===== config.mk =====
export PLATFORM = sky130hd
export DESIGN_NAME = bts_queue
export DESIGN_NICKNAME = d
export VERILOG_FILES = /design/src/design/bts_pkg.sv /design/src/design/bts_queue.sv
export SDC_FILE = /design/constraint.sdc
export NUM_CORES = 1
export LEC_CHECK = 0
export BUFFER_PORTS_ARGS = -buffer_cell sky130_fd_sc_hd__clkbuf_2
export CAP_MARGIN = 20
export CORE_ASPECT_RATIO = 1.75
export CORE_MARGIN = 2
export CORE_UTILIZATION = 30
export DETAILED_ROUTE_END_ITERATION = 8
export GPL_TIMING_DRIVEN = 0
export PLACE_DENSITY = 0.58
export SLEW_MARGIN = 10
export SYNTH_ARGS = -nofsm -noshare
export SYNTH_HDL_FRONTEND = slang
export SYNTH_SLANG_ARGS = --single-unit

===== constraint.sdc =====
create_clock -name clock -period 4.3 [get_ports clock]
set_input_delay 0.215 -clock clock [delete_from_list [all_inputs] [get_ports clock]]
set_output_delay 0.215 -clock clock [all_outputs]
set_load 0.01 [all_outputs]

===== src/design/bts_pkg.sv =====
// package: shared types, constants and blend functions for the bilinear texture sampler
`default_nettype none

package bts_pkg;

   localparam int CFG_DIM_W   = 9;
   localparam int CFG_CHAN_W  = 3;
   localparam int CFG_DIM_MAX = (1 << CFG_DIM_W) - 1;
   localparam int CSR_INDEX_W = 2;
   localparam int CSR_DATA_W  = CFG_DIM_W;

   localparam int INDEX_W     = 16;
   localparam int TEXEL_W     = 32;
   localparam int COORD_W     = 32;
   localparam int FRAC_W      = 16;
   localparam int CHAN_W      = 8;
   localparam int NUM_CHAN    = 4;
   localparam int RESULT_W    = 16;
   localparam int PX_W        = FRAC_W + CFG_DIM_W;
   localparam int ADDR_W      = 2 * CFG_DIM_W;
   localparam int HBLEND_W    = CHAN_W + FRAC_W;

   localparam int QUEUE_DEPTH = 4;

   localparam logic [RESULT_W-1:0] FULL_WHITE   = 16'hFF00;
   localparam logic [CHAN_W-1:0]   ALPHA_OPAQUE = 8'hFF;

   typedef enum logic [CSR_INDEX_W-1:0] {
      CSR_WIDTH    = 2'd0,
      CSR_HEIGHT   = 2'd1,
      CSR_CHANNELS = 2'd2
   } csr_index_type;

   typedef struct packed {
      logic [CFG_DIM_W-1:0]  width;
      logic [CFG_DIM_W-1:0]  height;
      logic [CFG_CHAN_W-1:0] chans;
   } cfg_type;

   typedef struct packed {
      logic                sample;
      logic                white;
      logic                wr_ok;
      logic [ADDR_W-1:0]   addr00;
      logic [ADDR_W-1:0]   addr01;
      logic [ADDR_W-1:0]   addr10;
      logic [ADDR_W-1:0]   addr11;
      logic [TEXEL_W-1:0]  data;
      logic [FRAC_W-1:0]   tx;
      logic [FRAC_W-1:0]   ty;
   } queue_entry_type;

   typedef logic [NUM_CHAN-1:0][CHAN_W-1:0] chan_set_type;

   function automatic chan_set_type expand_texel(input logic [TEXEL_W-1:0] word,
                                                 input logic [CFG_CHAN_W-1:0] chans);
      chan_set_type c;
      c[0] = word[7:0];
      c[1] = (chans > 3'd1) ? word[15:8]  : word[7:0];
      c[2] = (chans > 3'd2) ? word[23:16] : word[7:0];
      c[3] = (chans > 3'd3) ? word[31:24] : ALPHA_OPAQUE;
      return c;
   endfunction

   // a*2^16 + (b-a)*t, always within 0..255*2^16
   function automatic logic [HBLEND_W-1:0] horiz_blend(input logic [CHAN_W-1:0] a,
                                                       input logic [CHAN_W-1:0] b,
                                                       input logic [FRAC_W-1:0] t);
      logic signed [HBLEND_W+1:0] diff;
      logic signed [HBLEND_W+1:0] prod;
      logic signed [HBLEND_W+1:0] sum;
      diff = (HBLEND_W+2)'($signed({1'b0, b})) - (HBLEND_W+2)'($signed({1'b0, a}));
      prod = diff * (HBLEND_W+2)'($signed({1'b0, t}));
      sum  = $signed({2'b00, a, {FRAC_W{1'b0}}}) + prod;
      return sum[HBLEND_W-1:0];
   endfunction

   // top*2^16 + (bot-top)*t, then keep bits 39:24
   function automatic logic [RESULT_W-1:0] vert_blend(input logic [HBLEND_W-1:0] top,
                                                      input logic [HBLEND_W-1:0] bot,
                                                      input logic [FRAC_W-1:0] t);
      logic signed [HBLEND_W+FRAC_W+1:0] diff;
      logic signed [HBLEND_W+FRAC_W+1:0] prod;
      logic signed [HBLEND_W+FRAC_W+1:0] sum;
      diff = (HBLEND_W+FRAC_W+2)'($signed({1'b0, bot}))
           - (HBLEND_W+FRAC_W+2)'($signed({1'b0, top}));
      prod = diff * (HBLEND_W+FRAC_W+2)'($signed({1'b0, t}));
      sum  = $signed({2'b00, top, {FRAC_W{1'b0}}}) + prod;
      return sum[HBLEND_W+FRAC_W-1:HBLEND_W];
   endfunction

endpackage

`default_nettype wire


===== src/design/bts_queue.sv =====
// queue: short fifo between front end and back end
`default_nettype none

module bts_queue
   import bts_pkg::*;
(
   input  wire logic            clock,
   input  wire logic            reset,
   input  wire logic            push,
   input  wire queue_entry_type push_entry,
   output logic                 full,
   input  wire logic            pop,
   output logic                 pop_valid,
   output queue_entry_type      pop_entry
);

   localparam int PTR_W = $clog2(QUEUE_DEPTH);
   localparam int CNT_W = $clog2(QUEUE_DEPTH + 1);

   queue_entry_type  entry_ff [QUEUE_DEPTH];
   logic [PTR_W-1:0] wr_ptr_ff;
   logic [PTR_W-1:0] rd_ptr_ff;
   logic [CNT_W-1:0] count_ff;
   logic [CNT_W-1:0] count_in;

   assign count_in  = count_ff + CNT_W'(push) - CNT_W'(pop);
   assign full      = (count_ff == CNT_W'(QUEUE_DEPTH));
   assign pop_valid = (count_ff != '0);
   assign pop_entry = entry_ff[rd_ptr_ff];

   always_ff @(posedge clock) begin
      if (reset) begin
         wr_ptr_ff <= '0;
         rd_ptr_ff <= '0;
         count_ff  <= '0;
      end else begin
         if (push) wr_ptr_ff <= wr_ptr_ff + PTR_W'(1);
         if (pop)  rd_ptr_ff <= rd_ptr_ff + PTR_W'(1);
         count_ff <= count_in;
      end
   end

   always_ff @(posedge clock) begin
      if (push) entry_ff[wr_ptr_ff] <= push_entry;
   end

endmodule

`default_nettype wire


==> results.md, run 1 <==
- Status: complete, no violations
- Die area: slightly above 70,000 sq um
- Hold Crit Depth: 2
- Post-synthesis register bit count: 565
- Compound-Gate Fraction of Synth Area: less than 1%
- Post-synth EDFFs: 556
- Switching power total: about 2.8 mW
- Synth unique cells: 22
- Hold Path Sink: entry_ff[2][66]
- Tcrit/Tclk final: approximately 64%
- Core Area: 67,600 sq um
- Fin nets: 1,411
- Clk_skew: between 0.02 and 0.03 ns
- Sequential group share of total power: between 50% and 60%
- CTS tree: built
- Via Count: around 9,800
- Number of diodes: 0
- Core Rows: 126
- Max-cap violations: 0
- Top-Level Pins: ~280
- Post-synthesis instance area: between 20,000 and 25,000 sq um
- Leak: 8.96 nW
- Via/cell ratio: 4.44
- Root Buffer: clkbuf_16
- Max Root-Sink Buffers: 3
- Vias in the first global route: 10,883
- R2r worst-path depth: 5
- Clock sinks: ~570
- Final Instance Count excl. Fillers: roughly 2,200
- Placed cell count: 1,960
- Synth area leaders: edfxtp_1, mux4_2, dfxtp_1, buf_6, ha_1
- Seq/Total Area, Yosys: around 82%
- Initial Util: between 30% and 40%
- Synth top area share: between 80% and 90%
- XOR/XNOR Fraction of Synth Area: less than 1%
- Grt ovf: 0
- Clock H-tree levels: 2
- Sw Ratio: 22.5%
- Most frequent cell after synthesis: edfxtp_1
- Critical path arrival: 2.54 ns
- Setup crit start kind: register
- CP required: about 4.1 ns
- Main combinational cell family by area after synthesis: multiplexers
- Fraction of registers with async set/reset: 0%
- Unrepaired setup endpoints after global routing: no
- Met2 routed WL: roughly 23,000 microns
- HP Class: in -> reg
- Area share of fa/ha/maj cells after synthesis: less than 1%
- Post-layout min period: ~2.8 ns
- Initial antenna violation count: 3
- DR WL/cell: 20.3 microns
- Placer's final routability congestion estimate: slightly below 0.7
- Top_reg_cell synth: edfxtp_1
- Largest net degree at the start of global routing: 50
- Share of layout cells above drive strength 1: a little over two fifths
- Skew-Pair Late Insertion Delay: around 0.61 ns
- Layout Utilization: around two fifths
- Highest clock rate: about 360 MHz
- GRT Util Overall: about an eighth
- Final setup vio count: 0
- Post-CTS resize count: 0
- Post-Synth Simple-Gate Area: less than 1%
- CTS Buf Count: 52
- Pins Over Slew Limit: 0
- CP max FO: 10
- Die Wd: ~200 microns
- Mux contribution to synthesized area: about 15%
- Final setup TNS: 0 ns
- DP HPWL: 28,500 microns
- Worst r2r src: wr_ptr_ff[1]
- Final Hold Fails: 0
- Overall power: roughly 12 mW
- RR Endpoint: entry_ff[1][54]
- Comb pwr share: 10.9%
- First-pass GRT wire length: roughly 67,000 microns
- Detail Route Antenna Nets: 0
- PD cells: 463 nW/um^2
- DR top layer: met5
- Yosys top cell by area: edfxtp_1
- DRC: 0
- Worst Setup End Kind: output pin
- R2r setup slk: about 2.3 ns
- Rel. slew slack: 55.4%
- Syn Area/Cell: 26.7 sq um
- Hold path startpoint: push_entry[66]
- Met3 WL: 2250 microns
- Post-synth top cells: edfxtp_1, mux4_2, buf_6
- Layout area overhead: 29.1%
- Initial DRC Count: roughly 370
- Syn. warnings: 0
- Clock-pin slew on the worst setup and hold paths: ~0.07 ns
- Die H: around 350 microns
- Hold WS: 0.364 ns
- Mapped Cells: approximately 770
- Drt pass-1 iters: 4
- Post-Syn Nets: 918
- Total Wirelength: between 40,000 and 50,000 microns
- Port Buffer Count: roughly 280
- Kind of critical path: reg -> out
- Clk pwr share: approximately 37%
- Internal Power: between 9 and 10 mW
- Routed met1 length: between 15,000 and 20,000 microns
- Slew @ Worst Pin: between 0.6 and 0.7 ns
- Peak VDD IR: 0.341 mV
==> registers in the layout, summed over array words and instances (netlist names), named ones only <==
| register | flops |
|---|---|
| rd_ptr_ff | 2 |
| entry_ff | 556 |
| count_ff | 3 |
| wr_ptr_ff | 2 |
==> worst max path at each step <==
stage	startpoint	end	slack [ns]	cells after the start
2_1_floorplan	wr_ptr_ff[0]	entry_ff[0][0]	0.06	3
3_3_place_gp	wr_ptr_ff[0]	entry_ff[0][40]	-3.05	3
3_5_place_dp	register	pop_entry[35]	2.07	5
4_1_cts	register	pop_entry[35]	1.41	5
5_1_grt	register	pop_entry[35]	1.36	5
6_report	register	pop_entry[35]	1.54	5
==> power by group through the flow <==
stage	logic (mW)	clock network [mW]	registers, mW
4_1_cts	1.39	4.70	6.39
6_report	1.34	4.54	6.38
2_1_floorplan	0.688	0	6.52
3_5_place_dp	1.27	0	6.51
5_1_grt	1.45	4.86	6.40
3_3_place_gp	1.21	0	6.56
==> per-layer routing <==
| metal | vias up | track usage (%) |
|---|---|---|
| met1 | 5089 | 14.6 |
| met2 | 266 | 22.4 |
| met3 | 87 | 2.84 |
| met4 | 6 | 5.84 |
| li1 | 4325 | - |
| met5 | - | 0 |
==> logic make-up (layout without fill, tap and decap cells) <==
logic type / Yosys count / after routing
and+or+nand+nor: 14 / 14
muxes: 140 / 140
xor gates and xnor gates: 3 / 3
AOI/OAI and AO/OA: 2 / 2
adders and majority gates: 7 / 7
buffers and inverters: 37 / 573
DFF: 565 / 565
==> cell type report <==
cell class,count,area (sq um)
Fill cell,6054,41200
Clock buffer,62,1340
Inverter,6,22.5
Clock inverter,35,333
Buffer,31,244
Sequential cell,565,16900
Timing Repair Buffer,439,3160
Multi-Input combinational cell,166,3380
Tap cell,896,1120
==> critical path, stage by stage (launching register included) <==
cell and delay, ns:
dfxtp_1 0.40, clkbuf_1 0.34, buf_6 0.23, buf_2 0.33, mux4_2 0.45, clkbuf_2 0.17
==> per-stage QoR <==
stage | setup WS, ns | instance area (sq um)
after floorplan | 0.0592 | 20500
after CTS | 1.41 | 26500
after detailed placement | 2.07 | 23400
final | 1.54 | 26500
after global placement | -3.05 | 23000
after global routing | 1.36 | 26500
==> placed cells by master, fill, tap and decap left out, types with 6 or more instances in the layout <==
cell type / n
dfxtp_1: 9
buf_16: 8
clkinv_2: 11
dlygate4sd3_1: 143
clkbuf_2: 283
inv_1: 6
ha_1: 6
clkbuf_1: 11
mux4_2: 139
buf_2: 12
edfxtp_1: 556
clkinv_1: 8
buf_6: 15
clkbuf_16: 52
==> repair_timing <==
action,in CTS,in global routing
setup buffers,0,0
hold buffers,143,0
endpoints found under the hold margin,565,0
Note: power is estimated with default switching activity, not from simulation.
==> run 2, diff against run 1 <==
--- a/config.mk
+++ b/config.mk
@@ -5,6 +5,7 @@
 export SDC_FILE = /design/constraint.sdc
 export NUM_CORES = 1
 export LEC_CHECK = 0
+export ABC_AREA = 1
 export BUFFER_PORTS_ARGS = -buffer_cell sky130_fd_sc_hd__clkbuf_2
 export CAP_MARGIN = 20
 export CORE_ASPECT_RATIO = 1.75
@@ -12,7 +13,7 @@
 export CORE_UTILIZATION = 30
 export DETAILED_ROUTE_END_ITERATION = 8
 export GPL_TIMING_DRIVEN = 0
-export PLACE_DENSITY = 0.58
+export PLACE_DENSITY = 0.57
 export SLEW_MARGIN = 10
 export SYNTH_ARGS = -nofsm -noshare
 export SYNTH_HDL_FRONTEND = slang
==> constraint.sdc (replaced) <==
create_clock -name clock -period 2.2 [get_ports clock]
set_input_delay 0.11 -clock clock [delete_from_list [all_inputs] [get_ports clock]]
set_output_delay 0.11 -clock clock [all_outputs]
set_load 0.01 [all_outputs]
==> results.md, run 2 <==
- Most frequent cells in the layout: edfxtp_1, inv_1, clkbuf_2, nand2_1, dlygate4sd3_1
- R2r worst-path depth: 4
- Synth unique cells: 20
- Peak VDD IR: 0.787 mV
- CP required: between 2 and 2.5 ns
- Unrepaired setup endpoints after global routing: yes
- Placer's final routability congestion estimate: around 0.74
- Final Hold Fails: 0
- R2r setup slk: ~0.14 ns
- Met2 routed WL: 32,800 microns
- DRC: 0
- CTS tree: built
- Cell with the largest stage delay on the worst path: dfxtp_1
- Detail Route Antenna Nets: 0
- Max Root-Sink Buffers: 3
- Pins Over Slew Limit: 0
- Clk_skew: 0.0154 ns
- Die area: slightly below 80,000 sq um
- Top_reg_cell synth: edfxtp_1
- Post-synthesis instance area: 22,600 sq um
- Grt ovf: 0
- Share of layout cells above drive strength 1: between 20% and 30%
- Most frequent cell after synthesis: edfxtp_1
- Drt pass-1 iters: 5
- Layout area overhead: 28.0%
- Core Area: ~75,000 sq um
- Fin nets: ~2,300
- DR WL/cell: ~20 microns
- Tcrit/Tclk final: around 96%
- Hold Crit Depth: 3
- Initial Util: 30.2%
- Clock-pin slew on the worst setup and hold paths: around 0.06 ns
- Hold path startpoint: reset
- Total Wirelength: approximately 63,000 microns
- Mapped Cells: ~1,700
- Hold Path Sink: count_ff[1]
- Multi-input gate area: 3820 sq um
- Post-synth top cells: edfxtp_1, inv_1, nand2_1
- Initial antenna violation count: 6
- CTS Buf Count: 53
- GRT Util Overall: 16.3%
- Core Rows: around 130
- Via Count: about 15,000
- Die Wd: approximately 210 microns
- Post-Syn Nets: 1,829
- Kind of critical path: reg -> out
- Clock H-tree levels: 2
- Reg with most FFs: entry_ff
- PD cells: 842 nW/um^2
- Top-Level Pins: between 200 and 300
- Seq/Total Area, Yosys: about three quarters
- Met3 WL: 3570 microns
- HP Class: in -> reg
- Most common cell after layout, fill and taps aside: edfxtp_1
- Syn Area/Cell: roughly 13 sq um
- Port Buffer Count: about 280
- First-pass GRT wire length: around 94,000 microns
- Highest clock rate: around 470 MHz
- Leak: about 11 nW
- Initial DRC Count: between 800 and 900
- Worst r2r src: wr_ptr_ff[1]
- Regs by FF count: entry_ff: 556 flops, count_ff: 3 flops
- Sequential cell area: 16,900 sq um
- Die H: roughly 370 microns
- Slew @ Worst Pin: approximately 0.95 ns
- Fraction of registers with async set/reset: 0%
- Synth area leaders: edfxtp_1, inv_1, nand2_1, o211ai_1, o21ai_1
- Yosys top cell by area: edfxtp_1
- Rel. slew slack: between 30% and 40%
- Largest register FFs: roughly 560
- Skew-Pair Late Insertion Delay: 0.60 ns
- Setup crit start kind: register
- CP max FO: 10
- Largest net degree at the start of global routing: 31
- # fillers: ~7,000
- DP HPWL: roughly 42,000 microns
- Post-layout min period: about 2.1 ns
- Post-synth EDFFs: roughly 560
- Post-synthesis register bit count: around 570
- Syn. warnings: 0
- Final setup TNS: 0 ns
- Overall power: approximately 24 mW
- RR Endpoint: entry_ff[1][9]
- Synth top area share: about three quarters
- Via/cell ratio: between 4 and 5
- Routed met1 length: about 25,000 microns
- Crit-path cells: buf_6 > buf_8 > buf_2 > o21ai_1 > nand2_1 > clkbuf_2
- DR top layer: met5
- Clock sinks: approximately 570
- Status: complete, no violations
- Max-cap violations: 0
- Root Buffer: clkbuf_16
- Worst Setup End Kind: output pin
- Crit path largest cell delay: about 0.33 ns
- Final setup vio count: 0
- Critical path arrival: 2.00 ns
- Vias in the first global route: ~15,000
==> run 2: changes by cell type in the layout (fill, tap and decap cells not counted), sizes merged, moves of 21 or more <==
cell    before  now
clkbuf     346  367
nand2        0  286
inv          8  294
buf         43  105
mux4       139    0
o21ai        0  143
a21oi        1  145
o211ai       0  139
==> run 2: worst max-delay path by stage <==
stage / to / slack [ns] / cells after the start
after global placement: entry_ff[0][59] / -2.99 / 4
final: pop_entry[51] / 0.09 / 6
after CTS: pop_entry[84] / 0.002 / 6
after detailed placement: entry_ff[1][90] / -0.27 / 7
after global routing: pop_entry[85] / -0.01 / 7
after floorplan: entry_ff[0][0] / -0.85 / 4
==> run 2: power breakdown <==
| group | total, mW | internal (mW) | switching (mW) | leakage, nW |
|---|---|---|---|---|
| clock network | 8.88 | 4.93 | 3.95 | 0.812 |
| registers | 12.4 | 12.3 | 0.109 | 5.18 |
| logic | 3.02 | 1.13 | 1.88 | 5.27 |
==> run 2: timing repair <==
item,4_1_cts,5_1_grt
endpoints found under the hold margin,565,0
setup endpoints to repair,268,77
hold buffers,142,0
cloned,3,0
setup buffers,5,2
resized for setup,31,23
==> run 2: through the flow <==
stage / util [%] / hold slack [ns] / instance area [sq um] / worst slack, ns / cells
final: 38.6 / 0.244 / 28900 / 0.0886 / 3176
after detailed placement: 34.3 / 0.307 / 25600 / -0.273 / 2927
after global routing: 38.6 / 0.220 / 28900 / -0.0103 / 3175
after floorplan: - / 0.181 / 22600 / -0.854 / 1679
after CTS: 38.6 / 0.194 / 28800 / 0.00196 / 3172
after global placement: 33.7 / 0.302 / 25200 / -2.99 / 2907
==> run 2: cell families (layout without fill, tap and decap cells) <==
logic type / after synthesis / count (layout) / share of synthesized area (%)
other cells: 0 / 2 / 0
simple gates: 292 / 292 / 4.88
buf+inv: 388 / 938 / 8.31
compound gates: 427 / 427 / 11.6
fa+ha+maj: 7 / 7 / 0.422
flops: 565 / 565 / 74.8
==> run 2: area by class of cell <==
type | instances | area share, %
well taps | 945 | 4.09
plain buffers | 93 | 3.06
diodes | 2 | 0.0173
flip-flops and latches | 565 | 58.5
multi-input cells | 726 | 13.2
clock buffers | 69 | 4.94
repair inverters | 3 | 0.0520
inverters | 295 | 3.89
repair buffers | 452 | 11.5
clock inverters | 26 | 0.784
==> run 2: worst max-delay path: cells and delay by family, from the launching register on <==
family	cells	cell delay, ns
flip-flops	1	0.33
AND/OR/NAND/NOR	1	0.12
buffers and inverters	4	0.83
AO/OA/AOI/OAI	1	0.11
==> run 2: layer usage <==
layer / vias to the layer above / GRT usage, %
met4: 8 / 6.24
met3: 121 / 3.53
met2: 415 / 29.5
met5: - / 0
met1: 7186 / 18.5
li1: 6882 / -
